**src/rtl/mkdb_pkg.sv**
```systemverilog
// Types, constants and register codes of the multi-key debounce block.
// No dependencies; every other file but the macro header imports it.
package mkdb_pkg;

  localparam int NUM_KEYS  = 8;
  localparam int TIME_BITS = 16;
  localparam int KEY_W     = $clog2(NUM_KEYS);
  localparam int CODE_W    = 3;
  localparam int ADDR_W    = 4;
  localparam int DATA_W    = 32;

  localparam logic [TIME_BITS-1:0] DEBOUNCE_RST = TIME_BITS'(10);
  localparam logic [TIME_BITS-1:0] LONG_RST     = TIME_BITS'(1500);
  localparam logic [NUM_KEYS-1:0]  ENABLE_RST   = NUM_KEYS'(8'hDF);

  // Register indexes, taken from paddr[3:2].
  localparam logic [1:0] REG_DEBOUNCE = 2'd0;
  localparam logic [1:0] REG_LONG     = 2'd1;
  localparam logic [1:0] REG_ENABLE   = 2'd2;

  localparam logic [CODE_W-1:0] EV_NONE    = 3'd0;
  localparam logic [CODE_W-1:0] EV_PRESS   = 3'd1;
  localparam logic [CODE_W-1:0] EV_LONG    = 3'd2;
  localparam logic [CODE_W-1:0] EV_RELEASE = 3'd3;
  localparam logic [CODE_W-1:0] EV_IDLE    = 3'd4;

  typedef struct packed {
    logic [NUM_KEYS-1:0]  raw_keys;
    logic [TIME_BITS-1:0] now_ms;
  } in_beat_t;

  typedef struct packed {
    logic [KEY_W-1:0]  key_index;
    logic [CODE_W-1:0] event_code;
    logic              last_event;
  } out_beat_t;

  typedef struct packed {
    logic [TIME_BITS-1:0] debounce_ms;
    logic [TIME_BITS-1:0] long_ms;
    logic [NUM_KEYS-1:0]  event_enable;
  } cfg_t;

  // One entry of the per-key state memory.
  typedef struct packed {
    logic [TIME_BITS-1:0] press_stamp;
    logic [TIME_BITS-1:0] release_stamp;
    logic                 press_armed;
    logic                 release_armed;
  } key_state_t;

  // Event handed from the update stage to the output stage.
  typedef struct packed {
    logic              load;
    logic              scan_end;
    logic [KEY_W-1:0]  key;
    logic [CODE_W-1:0] code;
  } upd_event_t;

endpackage

```
**src/rtl/mkdb_cfg.sv**
```systemverilog
// Configuration registers behind the APB-style port.
// Depends on mkdb_pkg.
module mkdb_cfg
  import mkdb_pkg::*;
(
  input  logic              clk,
  input  logic              rst_n,
  input  logic              psel,
  input  logic              penable,
  input  logic              pwrite,
  input  logic [ADDR_W-1:0] paddr,
  input  logic [DATA_W-1:0] pwdata,
  output logic [DATA_W-1:0] prdata,
  output logic              pready,
  output cfg_t              cfg
);

  logic [TIME_BITS-1:0] debounce_r;
  logic [TIME_BITS-1:0] long_r;
  logic [NUM_KEYS-1:0]  enable_r;
  logic [1:0]           reg_idx;

  assign reg_idx = paddr[3:2];
  assign pready  = 1'b1;

  always_ff @(posedge clk) begin
    if (!rst_n) begin
      debounce_r <= DEBOUNCE_RST;
      long_r     <= LONG_RST;
      enable_r   <= ENABLE_RST;
    end else if (psel && penable && pwrite) begin
      unique case (reg_idx)
        REG_DEBOUNCE: debounce_r <= pwdata[TIME_BITS-1:0];
        REG_LONG:     long_r     <= pwdata[TIME_BITS-1:0];
        REG_ENABLE:   enable_r   <= pwdata[NUM_KEYS-1:0];
        default: ;
      endcase
    end
  end

  always_comb begin
    unique case (reg_idx)
      REG_DEBOUNCE: prdata = DATA_W'(debounce_r);
      REG_LONG:     prdata = DATA_W'(long_r);
      REG_ENABLE:   prdata = DATA_W'(enable_r);
      default:      prdata = '0;
    endcase
  end

  assign cfg.debounce_ms  = debounce_r;
  assign cfg.long_ms      = long_r;
  assign cfg.event_enable = enable_r;

endmodule

```
**src/rtl/mkdb_mem.sv**
```systemverilog
// Per-key state memory: one write port, one registered read port.
// Depends on mkdb_pkg. Entries read as zero until first written.
module mkdb_mem
  import mkdb_pkg::*;
(
  input  logic             clk,
  input  logic             rst_n,
  input  logic             rd_en,
  input  logic [KEY_W-1:0] rd_addr,
  output key_state_t       rd_data,
  input  logic             wr_en,
  input  logic [KEY_W-1:0] wr_addr,
  input  key_state_t       wr_data
);

  key_state_t          mem [NUM_KEYS];
  logic [NUM_KEYS-1:0] valid_r;
  key_state_t          rdata_r;
  logic                rvalid_r;

  always_ff @(posedge clk) begin
    if (wr_en) begin
      mem[wr_addr] <= wr_data;
    end
  end

  // A read of the entry being written in the same cycle takes the new data.
  always_ff @(posedge clk) begin
    if (rd_en) begin
      if (wr_en && (wr_addr == rd_addr)) begin
        rdata_r <= wr_data;
      end else begin
        rdata_r <= mem[rd_addr];
      end
    end
  end

  always_ff @(posedge clk) begin
    if (!rst_n) begin
      valid_r  <= '0;
      rvalid_r <= 1'b0;
    end else begin
      if (rd_en) begin
        rvalid_r <= valid_r[rd_addr] || (wr_en && (wr_addr == rd_addr));
      end
      if (wr_en) begin
        valid_r[wr_addr] <= 1'b1;
      end
    end
  end

  assign rd_data = rvalid_r ? rdata_r : '0;

endmodule

```
**src/rtl/mkdb_upd.sv**
```systemverilog
// Debounce and long-hold update of one key: next memory entry, next level, event.
// Depends on mkdb_pkg; purely combinational.
module mkdb_upd
  import mkdb_pkg::*;
(
  input  key_state_t           state,
  input  logic                 raw_bit,
  input  logic                 stable_bit,
  input  logic [TIME_BITS-1:0] now,
  input  logic [TIME_BITS-1:0] debounce_ms,
  input  logic [TIME_BITS-1:0] long_ms,
  output key_state_t           state_nxt,
  output logic                 stable_nxt,
  output logic [CODE_W-1:0]    code
);

  logic [TIME_BITS-1:0] press_age;
  logic [TIME_BITS-1:0] release_age;
  logic [TIME_BITS-1:0] press_stamp_eff;
  logic [TIME_BITS-1:0] release_stamp_eff;

  // A changing key takes its stamp from this scan if not armed yet.
  assign press_stamp_eff   = state.press_armed   ? state.press_stamp   : now;
  assign release_stamp_eff = state.release_armed ? state.release_stamp : now;
  assign press_age         = now - press_stamp_eff;
  assign release_age       = now - release_stamp_eff;

  always_comb begin
    state_nxt  = state;
    stable_nxt = stable_bit;
    code       = EV_NONE;
    if (raw_bit != stable_bit) begin
      if (raw_bit) begin
        state_nxt.press_stamp = press_stamp_eff;
        state_nxt.press_armed = 1'b1;
        if (press_age >= debounce_ms) begin
          state_nxt.release_armed = 1'b0;
          stable_nxt              = 1'b1;
          code                    = EV_PRESS;
        end
      end else begin
        state_nxt.release_stamp = release_stamp_eff;
        state_nxt.release_armed = 1'b1;
        if (release_age >= debounce_ms) begin
          state_nxt.press_armed = 1'b0;
          stable_nxt            = 1'b0;
          code                  = EV_RELEASE;
        end
      end
    end else if (stable_bit) begin
      if (state.press_armed && (press_age >= long_ms)) begin
        state_nxt.press_armed = 1'b0;
        code                  = EV_LONG;
      end
    end else begin
      if (state.release_armed && (release_age >= long_ms)) begin
        state_nxt.release_armed = 1'b0;
        code                    = EV_IDLE;
      end
    end
  end

endmodule

```
**src/rtl/mkdb_out.sv**
```systemverilog
// Output stage: holds one event back so the last one of a scan can be marked.
// Depends on mkdb_pkg.
module mkdb_out
  import mkdb_pkg::*;
(
  input  logic       clk,
  input  logic       rst_n,
  input  upd_event_t ev,
  output logic       can_take,
  output logic       out_valid,
  input  logic       out_stall,
  output out_beat_t  out_data
);

  logic              pend_v_r;
  logic              pend_last_r;
  logic [KEY_W-1:0]  pend_key_r;
  logic [CODE_W-1:0] pend_code_r;
  logic              out_valid_r;
  out_beat_t         out_data_r;
  logic              out_free;
  logic              pend_move;

  assign out_free  = !out_valid_r || !out_stall;
  // The held event leaves once a newer one arrives or its scan has ended.
  assign pend_move = pend_v_r && out_free && (pend_last_r || ev.load);
  assign can_take  = !pend_v_r || out_free;

  always_ff @(posedge clk) begin
    if (!rst_n) begin
      pend_v_r    <= 1'b0;
      pend_last_r <= 1'b0;
    end else if (ev.load) begin
      pend_v_r    <= 1'b1;
      pend_last_r <= ev.scan_end;
    end else if (pend_move) begin
      pend_v_r    <= 1'b0;
      pend_last_r <= 1'b0;
    end else if (ev.scan_end && pend_v_r) begin
      pend_last_r <= 1'b1;
    end
  end

  always_ff @(posedge clk) begin
    if (ev.load) begin
      pend_key_r  <= ev.key;
      pend_code_r <= ev.code;
    end
  end

  always_ff @(posedge clk) begin
    if (!rst_n) begin
      out_valid_r <= 1'b0;
    end else if (pend_move) begin
      out_valid_r <= 1'b1;
    end else if (!out_stall) begin
      out_valid_r <= 1'b0;
    end
  end

  always_ff @(posedge clk) begin
    if (pend_move) begin
      out_data_r.key_index  <= pend_key_r;
      out_data_r.event_code <= pend_code_r;
      out_data_r.last_event <= pend_last_r;
    end
  end

  assign out_valid = out_valid_r;
  assign out_data  = out_data_r;

endmodule

```
**src/rtl/multi_key_debounce_long_press.sv**
```systemverilog
// Eight-key debounce with press, release, long-hold and idle events.
// A scan beat visits the keys one per cycle while the output is not stalled,
// each as a read-modify-write of its entry in the per-key state memory; the
// next scan is accepted in the cycle the last key of the current one is read.
// Events leave one per cycle while not stalled, in rising key order, the last
// of a scan marked. An event goes from the update stage via the pending
// register to the output register, held until the next event of the scan or
// the end of the scan is known, so an event followed only by quiet keys waits
// for the last key. A stalled output holds up the key walk. No clearing pass
// is needed after reset. Built from mkdb_pkg and the mkdb_* submodules.
module multi_key_debounce_long_press
  import mkdb_pkg::*;
(
  input  logic              clk,
  input  logic              rst_n,
  input  logic              in_valid,
  output logic              in_stall,
  input  in_beat_t          in_data,
  output logic              out_valid,
  input  logic              out_stall,
  output out_beat_t         out_data,
  input  logic              psel,
  input  logic              penable,
  input  logic              pwrite,
  input  logic [ADDR_W-1:0] paddr,
  input  logic [DATA_W-1:0] pwdata,
  output logic [DATA_W-1:0] prdata,
  output logic              pready
);

  cfg_t                 cfg;
  logic                 a_valid_r;
  in_beat_t             a_beat_r;
  logic [KEY_W-1:0]     a_key_r;
  logic                 a_last;
  logic                 a_go;
  logic                 b_valid_r;
  logic                 b_raw_r;
  logic [TIME_BITS-1:0] b_now_r;
  logic [KEY_W-1:0]     b_key_r;
  logic                 b_end_r;
  logic                 b_go;
  logic [NUM_KEYS-1:0]  stable_r;
  key_state_t           rd_state;
  key_state_t           state_nxt;
  logic                 stable_nxt;
  logic [CODE_W-1:0]    code;
  logic                 can_take;
  logic                 in_acc;
  upd_event_t           ev;

  mkdb_cfg u_cfg (
    .clk     (clk),
    .rst_n   (rst_n),
    .psel    (psel),
    .penable (penable),
    .pwrite  (pwrite),
    .paddr   (paddr),
    .pwdata  (pwdata),
    .prdata  (prdata),
    .pready  (pready),
    .cfg     (cfg)
  );

  assign b_go   = b_valid_r && can_take;
  assign a_go   = a_valid_r && (!b_valid_r || b_go);
  assign a_last = (a_key_r == KEY_W'(NUM_KEYS - 1));

  assign in_stall = a_valid_r && !(a_go && a_last);
  assign in_acc   = in_valid && !in_stall;

  // Read stage: walks the keys of the held scan.
  always_ff @(posedge clk) begin
    if (!rst_n) begin
      a_valid_r <= 1'b0;
      a_key_r   <= '0;
    end else if (in_acc) begin
      a_valid_r <= 1'b1;
      a_key_r   <= '0;
    end else if (a_go) begin
      if (a_last) begin
        a_valid_r <= 1'b0;
      end else begin
        a_key_r <= a_key_r + KEY_W'(1);
      end
    end
  end

  always_ff @(posedge clk) begin
    if (in_acc) begin
      a_beat_r <= in_data;
    end
  end

  mkdb_mem u_mem (
    .clk     (clk),
    .rst_n   (rst_n),
    .rd_en   (a_go),
    .rd_addr (a_key_r),
    .rd_data (rd_state),
    .wr_en   (b_go),
    .wr_addr (b_key_r),
    .wr_data (state_nxt)
  );

  // Update stage: memory data arrives here in the cycle after the read.
  always_ff @(posedge clk) begin
    if (!rst_n) begin
      b_valid_r <= 1'b0;
    end else if (a_go) begin
      b_valid_r <= 1'b1;
    end else if (b_go) begin
      b_valid_r <= 1'b0;
    end
  end

  always_ff @(posedge clk) begin
    if (a_go) begin
      b_raw_r <= a_beat_r.raw_keys[a_key_r];
      b_now_r <= a_beat_r.now_ms;
      b_key_r <= a_key_r;
      b_end_r <= a_last;
    end
  end

  mkdb_upd u_upd (
    .state       (rd_state),
    .raw_bit     (b_raw_r),
    .stable_bit  (stable_r[b_key_r]),
    .now         (b_now_r),
    .debounce_ms (cfg.debounce_ms),
    .long_ms     (cfg.long_ms),
    .state_nxt   (state_nxt),
    .stable_nxt  (stable_nxt),
    .code        (code)
  );

  always_ff @(posedge clk) begin
    if (!rst_n) begin
      stable_r <= '0;
    end else if (b_go) begin
      stable_r[b_key_r] <= stable_nxt;
    end
  end

  assign ev.load     = b_go && (code != EV_NONE) && cfg.event_enable[b_key_r];
  assign ev.scan_end = b_go && b_end_r;
  assign ev.key      = b_key_r;
  assign ev.code     = code;

  mkdb_out u_out (
    .clk       (clk),
    .rst_n     (rst_n),
    .ev        (ev),
    .can_take  (can_take),
    .out_valid (out_valid),
    .out_stall (out_stall),
    .out_data  (out_data)
  );

endmodule

```
**config.mk**
```make
export PLATFORM = sky130hd
export DESIGN_NAME = multi_key_debounce_long_press
export DESIGN_NICKNAME = d
export VERILOG_FILES = /design/src/rtl/mkdb_pkg.sv /design/src/rtl/mkdb_cfg.sv /design/src/rtl/mkdb_mem.sv /design/src/rtl/mkdb_upd.sv /design/src/rtl/mkdb_out.sv /design/src/rtl/multi_key_debounce_long_press.sv
export SDC_FILE = /design/constraint.sdc
export NUM_CORES = 1
export LEC_CHECK = 0
export ABC_AREA = 1
export BUFFER_PORTS_ARGS = -buffer_cell sky130_fd_sc_hd__buf_2
export CAP_MARGIN = 10
export CORE_ASPECT_RATIO = 0.5
export CORE_MARGIN = 4
export CORE_UTILIZATION = 55
export CTS_CLUSTER_SIZE = 16
export DETAILED_ROUTE_END_ITERATION = 7
export PLACE_DENSITY = 0.73
export SLEW_MARGIN = 40
export SYNTH_ARGS = -nofsm -noshare
export SYNTH_HDL_FRONTEND = slang
export SYNTH_SLANG_ARGS = --single-unit
export TNS_END_PERCENT = 20
```
**constraint.sdc**
```tcl
create_clock -name clk -period 6.6 [get_ports clk]
set_clock_uncertainty 0.1 [all_clocks]
set_input_delay 0.66 -clock clk [delete_from_list [all_inputs] [get_ports clk]]
set_output_delay 0.66 -clock clk [all_outputs]
set_load 0.02 [all_outputs]
```
==> impl_results.md, run 1 <==
- Outcome: complete, no violations
- CTS tree: built
- Post-Synth Simple-Gate Area: around 12%
- Worst-Margin Slew: 0.907 ns
- Post-route ant nets: 0
- Post-synthesis adder-cell area fraction: under 10%
- Max_slew headroom: roughly 39%
- Final setup fails: 0
- Seq/Total Area, Yosys: roughly three fifths
- WP data required: ~6.7 ns
- Die Wd: roughly 280 µm
- Hold Path Class: in -> reg
- Mean routed wirelength per cell: between 20 and 25 µm
- Synthesis-stage register bit count: 429
- Vias in the first global route: between 10,000 and 15,000
- Routed wire length: 51.0 mm
- DR pass1 iterations: 7
- Cells after synthesis: 1,985
- Final Hold Viols: 0
- Net Switching: about 1600 µW
- Complex-gate fraction of the synthesized area: 15.0%
- Area occupied by registers: between 10,000 and 15,000 µm²
- Clk buf depth: 3
- Multiplexer area fraction after synthesis: 0%
- Final Critical Period: 5.23 ns
- Layout cell share with drive strength beyond 1: 9.82%
- Drt drc: 0
- Flop pwr share: 50.5%
- Worst setup SP type: flop
- First DRT Iteration DRCs: ~1,600
- Final #Nets: 2,188
- Number of antenna violations at the first check in global routing: 0
- Crit end category: flop
- WS Path Type: reg -> reg
- Die area: 40,200 µm²
- Diodes inserted: 0
- Ports: about 110
- Primary FF master, synth: edfxtp_1
- Setup bufs post-CTS: 0
- Power per standard cell area: 273 nW/µm²
- VDD IR-drop max: between 0.15 and 0.2 mV
- Vias per Instance: between 5 and 6
- Clock latency on the worst-skew pair: ~0.55 ns
- Total grt overflow: 0
- Max-slew violations: 0
- Unrepaired setup endpoints after global routing: false
- EDFF count, synth: 364
- Syn Area/Cell: between 10 and 15 µm²
- Initial core utilization: 56.1%
- Root buffer cell: clkbuf_16
- Total Routing Usage GR: between 20% and 30%
- Commonest non-fill, non-tap cell in the layout: edfxtp_1
- Resized cells post-CTS: 0
- Logic pwr share: ~13%
- Die H: 144 µm
- Fmax achieved: around 190 MHz
- H-tree depth: 2
- CTS Sinks: around 430
- Flop2flop setup slack: around 1.4 ns
- Post-Synth XOR/XNOR Area: about 1.2%
- # placed instances: 2,471
- Finished Layout Cells: 2,540
- Hold-fix buffers at CTS: 0
- Clk pwr share: a little over a third
- Internal power: 4500 µW
- Most frequent cells in the layout: 364 x edfxtp_1, 305 x nand2_1, 272 x o21ai_0, 230 x nor2_1, 152 x inv_1
- Distinct cells, synth: 50
- Crit-path max FO: 15
- First-pass GRT wire length: 77.4 mm
- Ys Warns: 0
- Num rows: 49
- Setup TNS: 0 ns
- Sw Ratio: 25.9%
- Clock slew at reported path FFs: roughly 0.07 ns
- Area growth from synthesis to final layout: 9.87%
- # fillers: around 2,800
- Cell area after synthesis: 20,300 µm²
- Via Count: between 10,000 and 15,000
- Multi-input gate area: around 7100 µm²
- Post-synthesis async set-or-reset flop share: 0%
- Largest net degree at the start of global routing: 110
- Max-Cap Viols: 0
- Largest family of logic cells by synthesized area: compound AO/OA/AOI/OAI gates
- Cts bufs inserted: 39
- GPL Wtd Cong: about 0.90
- Buffers on Ports: 73
- LEAKAGE: between 0.008 and 0.009 µW
- Arr. time, crit path: between 5 and 6 ns
- Period utilisation layout: 79.2%
- Total core area: between 30,000 and 40,000 µm²
- Post-DP HPWL: between 30 and 40 mm
==> per-stage QoR <==
step | hold slack [ns] | util (%) | worst slack [ns] | total power (µW) | area (µm²)
6_report | 0.182 | 61.7 | 1.37 | 6080 | 22300
2_1_floorplan | 0.300 | - | 2.32 | 3700 | 20400
3_5_place_dp | 0.305 | 58.3 | 1.52 | 3920 | 21100
3_3_place_gp | 0.302 | 58.2 | 1.61 | 3900 | 21100
4_1_cts | 0.170 | 61.7 | 1.48 | 6100 | 22300
5_1_grt | 0.169 | 61.7 | 0.806 | 6340 | 22300
==> sequential cells by signal, summed over array words and instances (netlist names), 3 cells and up <==
signal	cells
u_cfg.debounce_r	16
u_cfg.long_r	16
u_mem.mem	272
u_cfg.enable_r	8
stable_r	8
b_key_r	3
a_beat_r	24
u_out.out_data	7
u_out.pend_code_r	3
u_out.pend_key_r	3
u_mem.rdata_r	34
u_mem.valid_r	8
a_key_r	3
b_now_r	16
==> cells in the mapped netlist, types with 3 or more instances <==
| master | number | area [µm²] |
|---|---|---|
| xor2_1 | 19 | 166 |
| o21bai_1 | 3 | 22.5 |
| a31oi_1 | 4 | 25.0 |
| nand3_1 | 43 | 215 |
| inv_1 | 157 | 589 |
| buf_2 | 7 | 35.0 |
| nand2_1 | 305 | 1140 |
| ha_1 | 92 | 1150 |
| nor3_1 | 8 | 40.0 |
| edfxtp_1 | 364 | 10900 |
| xnor2_1 | 8 | 70.1 |
| buf_4 | 19 | 143 |
| clkbuf_1 | 71 | 267 |
| o21ai_1 | 23 | 115 |
| nand2_2 | 6 | 37.5 |
| nand4_1 | 5 | 31.3 |
| o221ai_1 | 19 | 166 |
| o211ai_1 | 21 | 158 |
| a21oi_1 | 92 | 460 |
| nor2_4 | 3 | 33.8 |
| a21o_1 | 3 | 22.5 |
| o21ai_2 | 13 | 114 |
| o22ai_1 | 68 | 425 |
| dfxtp_1 | 65 | 1300 |
| inv_2 | 4 | 15.0 |
| o21a_1 | 3 | 22.5 |
| nor2_1 | 240 | 901 |
| buf_1 | 6 | 22.5 |
| o21ai_0 | 287 | 1440 |
==> per-layer routing <==
metal | vias to the layer above | track usage, % | routed length, µm
li1 | 7061 | - | -
met1 | 7059 | 36.3 | 22000
met2 | 733 | 38.3 | 22000
met3 | 91 | 5.60 | 5700
met4 | 0 | 7.86 | 1320
met5 | - | 0 | 0
==> kinds of logic after synthesis <==
group                    after synthesis
AO/OA/AOI/OAI                        544
buffers and inverters                269
XOR/XNOR                              27
AND/OR/NAND/NOR                      621
flip-flops                           429
other                                  2
adder cells (fa/ha/maj)               93
==> worst max-delay path, cell delays in order (launching register included) <==
cell and delay, ns:
edfxtp_1 0.35, nand2_1 0.48, inv_1 0.18, nand2_1 0.09
o21ai_0 0.18, ha_1 0.28, fa_1 0.41, o21ai_0 0.46
nand2_1 0.10, o211ai_1 0.14, nand3_1 0.10, nand2_1 0.11
nand3_1 0.08, nand2_1 0.08, xnor2_1 0.12, inv_1 0.08
ha_1 0.29, nand4_1 0.08, nor3_1 0.23, nand3_1 0.12
nand3_1 0.15, nand2_1 0.10, nand2_1 0.13, o21bai_4 0.09
nand2_2 0.07, nand2_2 0.06, inv_1 0.23
==> area by class of cell <==
type	count	area share [%]
clock buffers	45	4.47
flip-flops and latches	429	54.8
multi-input cells	1302	31.8
inverters	163	2.76
repair buffers	93	2.44
clock inverters	24	0.993
well taps	484	2.71
==> final timing paths <==
kind                     from           endpoint  cells after the start
max          u_mem.rdata_r[0]  u_out.out_data[4]                     26
min               in_data[23]       a_beat_r[23]                      1
max reg2reg  u_mem.rdata_r[0]  u_out.out_data[4]                     26
min reg2reg       a_beat_r[1]         b_now_r[1]                      0
==> power groups by stage <==
| stage | combinational [µW] | clock [µW] | sequential, µW |
|---|---|---|---|
| floorplan | 592 | 0 | 3100 |
| global placement | 773 | 0 | 3120 |
| detailed placement | 798 | 0 | 3130 |
| CTS | 803 | 2230 | 3070 |
| global route | 924 | 2340 | 3070 |
| finish | 815 | 2200 | 3070 |
Power figures use the tool's default switching activity.
==> run 2: changes to the inputs <==
Clock period 6.6 ns to 5.2 ns, I/O delays scaled along.
==> impl_results.md, run 2 (same netlist as run 1, synthesis figures left out) <==
- CP most frequent cell: nand2_1 (unchanged)
- Arr. time, crit path: 5.02 ns (was 5.35 ns)
- R2r startpoint: u_mem.rdata_r[0] (unchanged)
- Worst path max stage delay: 0.41 ns (was 0.48 ns)
- Max_slew headroom: 39.7% (was 39.2%)
- Final setup fails: 0 (unchanged)
- Total core area: 36,200 µm² (unchanged)
- Setup bufs post-CTS: 0 (unchanged)
- Period utilisation layout: 93.0% (was 79.2%)
- Die H: 144 µm (unchanged)
- First-pass GRT wire length: 79.0 mm (was 77.4 mm)
- Worst-Margin Slew: 0.898 ns (was 0.907 ns)
- Num rows: 49 (unchanged)
- Worst Setup SP: u_mem.rdata_r[0] (unchanged)
- Power per standard cell area: 343 nW/µm² (was 273 nW/µm²)
- First DRT Iteration DRCs: 1,839 (was 1,622)
- Crit end category: flop (unchanged)
- Hold Path Class: in -> reg (unchanged)
- H-tree depth: 2 (unchanged)
- Final #Nets: 2,195 (was 2,188)
- GPL Wtd Cong: 0.884 (was 0.904)
- Worst hold stages: 1 (unchanged)
- Delay-heaviest family, CP: compound AO/OA/AOI/OAI gates (was simple AND/OR/NAND/NOR gates)
- Diodes inserted: 0 (unchanged)
- Worst setup SP type: flop (unchanged)
- Top flop regs: u_mem.mem (272), u_mem.rdata_r (34), a_beat_r (24) (unchanged)
- Mean routed wirelength per cell: 20.4 µm (was 20.1 µm)
- Unrepaired setup endpoints after global routing: false (unchanged)
- Buffers on Ports: 73 (unchanged)
- Area growth from synthesis to final layout: 10.4% (was 9.87%)
- Setup slack after layout: 0.365 ns (was 1.37 ns)
- Commonest non-fill, non-tap cell in the layout: edfxtp_1 (unchanged)
- WP data required: 5.38 ns (was 6.72 ns)
- Layout cell share with drive strength beyond 1: 10.0% (was 9.82%)
- Max-Cap Viols: 0 (unchanged)
- Most frequent cells in the layout: 364 x edfxtp_1, 305 x nand2_1, 268 x o21ai_0, 230 x nor2_1, 153 x inv_1 (was 364 x edfxtp_1, 305 x nand2_1, 272 x o21ai_0, 230 x nor2_1, 152 x inv_1)
- DR pass1 iterations: 6 (was 7)
- Setup TNS: 0 ns (unchanged)
- VDD IR-drop max: 0.237 mV (was 0.156 mV)
- Hold Startpoint: in_data[22] (was in_data[23])
- Final core occ: 62.0% (was 61.7%)
- Crit-path cells: nand2_1 -> buf_4 -> inv_1 -> nand2_1 -> o21ai_0 -> ha_1 -> fa_1 -> o21ai_1 -> a21oi_1 -> o21bai_1 -> nand3_1 -> o2111ai_1 -> xor2_1 -> ha_1 -> nand2_1 -> o21ai_0 -> a21oi_1 -> nand2_1 -> nand2_4 -> nand2_4 -> o21bai_4 -> nand2_2 -> nand2_2 -> inv_1
- Cts bufs inserted: 39 (unchanged)
- Fmax achieved: 207 MHz (was 191 MHz)
- Final Critical Period: 4.83 ns (was 5.23 ns)
- Crit-path max FO: 13 (was 15)
- Die area: 40,200 µm² (unchanged)
- Via Count: 15,000 (was 14,900)
- Place WS: 0.396 ns (was 1.52 ns)
- Max-slew violations: 0 (unchanged)
- Crit-path slowest cell: fa_1 (was nand2_1)
- Clk buf depth: 3 (unchanged)
- Hold-fix buffers at CTS: 0 (unchanged)
- Largest net degree at the start of global routing: 91 (was 110)
- Post-route ant nets: 0 (unchanged)
- Post-DP HPWL: 33.6 mm (was 31.7 mm)
- Flop2flop setup slack: 0.37 ns (was 1.37 ns)
- Drt drc: 0 (unchanged)
- Clock slew at reported path FFs: 0.06 ns (was 0.07 ns)
- Routed wire length: 52.0 mm (was 51.0 mm)
- Initial core utilization: 56.1% (unchanged)
- Ports: 109 (unchanged)
- Vias per Instance: 5.90 (was 5.88)
- WS Path Type: reg -> reg (unchanged)
- Clock latency on the worst-skew pair: 0.57 ns (was 0.55 ns)
- Number of antenna violations at the first check in global routing: 0 (unchanged)
- Final Hold Viols: 0 (unchanged)
- Worst path bufs/invs: 3 (unchanged)
- Root buffer cell: clkbuf_16 (unchanged)
- Vias in the first global route: 13,800 (was 13,600)
- R2R Path End: u_out.out_data[1] (was u_out.out_data[4])
- Total Routing Usage GR: 25.6% (was 25.1%)
- Power Total: 7690 µW (was 6080 µW)
- CTS Sinks: 429 (unchanged)
- Outcome: complete, no violations (unchanged)
- CTS tree: built (unchanged)
- LEAKAGE: 0.00865 µW (was 0.00861 µW)
- R2r worst-path depth: 24 (was 26)
- Die Wd: 280 µm (unchanged)
- Total grt overflow: 0 (unchanged)
- Register bank with the most flops: u_mem.mem (unchanged)
- Hold Path Sink: a_beat_r[22] (was a_beat_r[23])
- Resized cells post-CTS: 0 (unchanged)
- Max FFs per register: 272 (unchanged)
[run 2: worst max-delay path by stage]
stage	end	slack (ns)	depth (start not counted)
2_1_floorplan	u_out.out_data[0]	0.92	28
3_3_place_gp	u_out.out_data[4]	0.45	27
3_5_place_dp	u_out.out_data[2]	0.40	24
4_1_cts	u_out.out_data[6]	0.37	24
5_1_grt	u_out.out_data[1]	0.01	26
6_report	u_out.out_data[1]	0.37	24
[run 2: metrics by stage]
step / instance area (µm²) / cells / hold slack, ns
after floorplan: 20400 / 2000 / 0.300
after global placement: 21100 / 2473 / 0.302
after detailed placement: 21200 / 2476 / 0.305
after CTS: 22300 / 2548 / 0.0207
after global routing: 22400 / 2550 / 0.0205
final: 22400 / 2550 / 0.0369
[run 2: per-layer routing]
metal / wire [µm] / GRT usage, % / up-vias
met3: 5930 / 5.29 / 91
met1: 22300 / 37.6 / 7134
met2: 22500 / 39.0 / 747
li1: - / - / 7063
met5: 0 / 0 / -
met4: 1280 / 7.14 / 0
[run 2: where the power goes]
| group | internal [µW] | total, µW | switching [µW] |
|---|---|---|---|
| Clock | 1460 | 2740 | 1280 |
| Combinational | 339 | 1050 | 713 |
| Sequential | 3840 | 3900 | 54.8 |
| Total | 5650 | 7690 | 2050 |
[run 2: layout make-up]
class,instances,area (µm²)
fill,2884,13700
sequential,429,12200
multi-input combinational,1302,7110
clock buffer,53,1030
timing repair buffer,100,679
inverter,163,616
tap,484,606
clock inverter,19,153
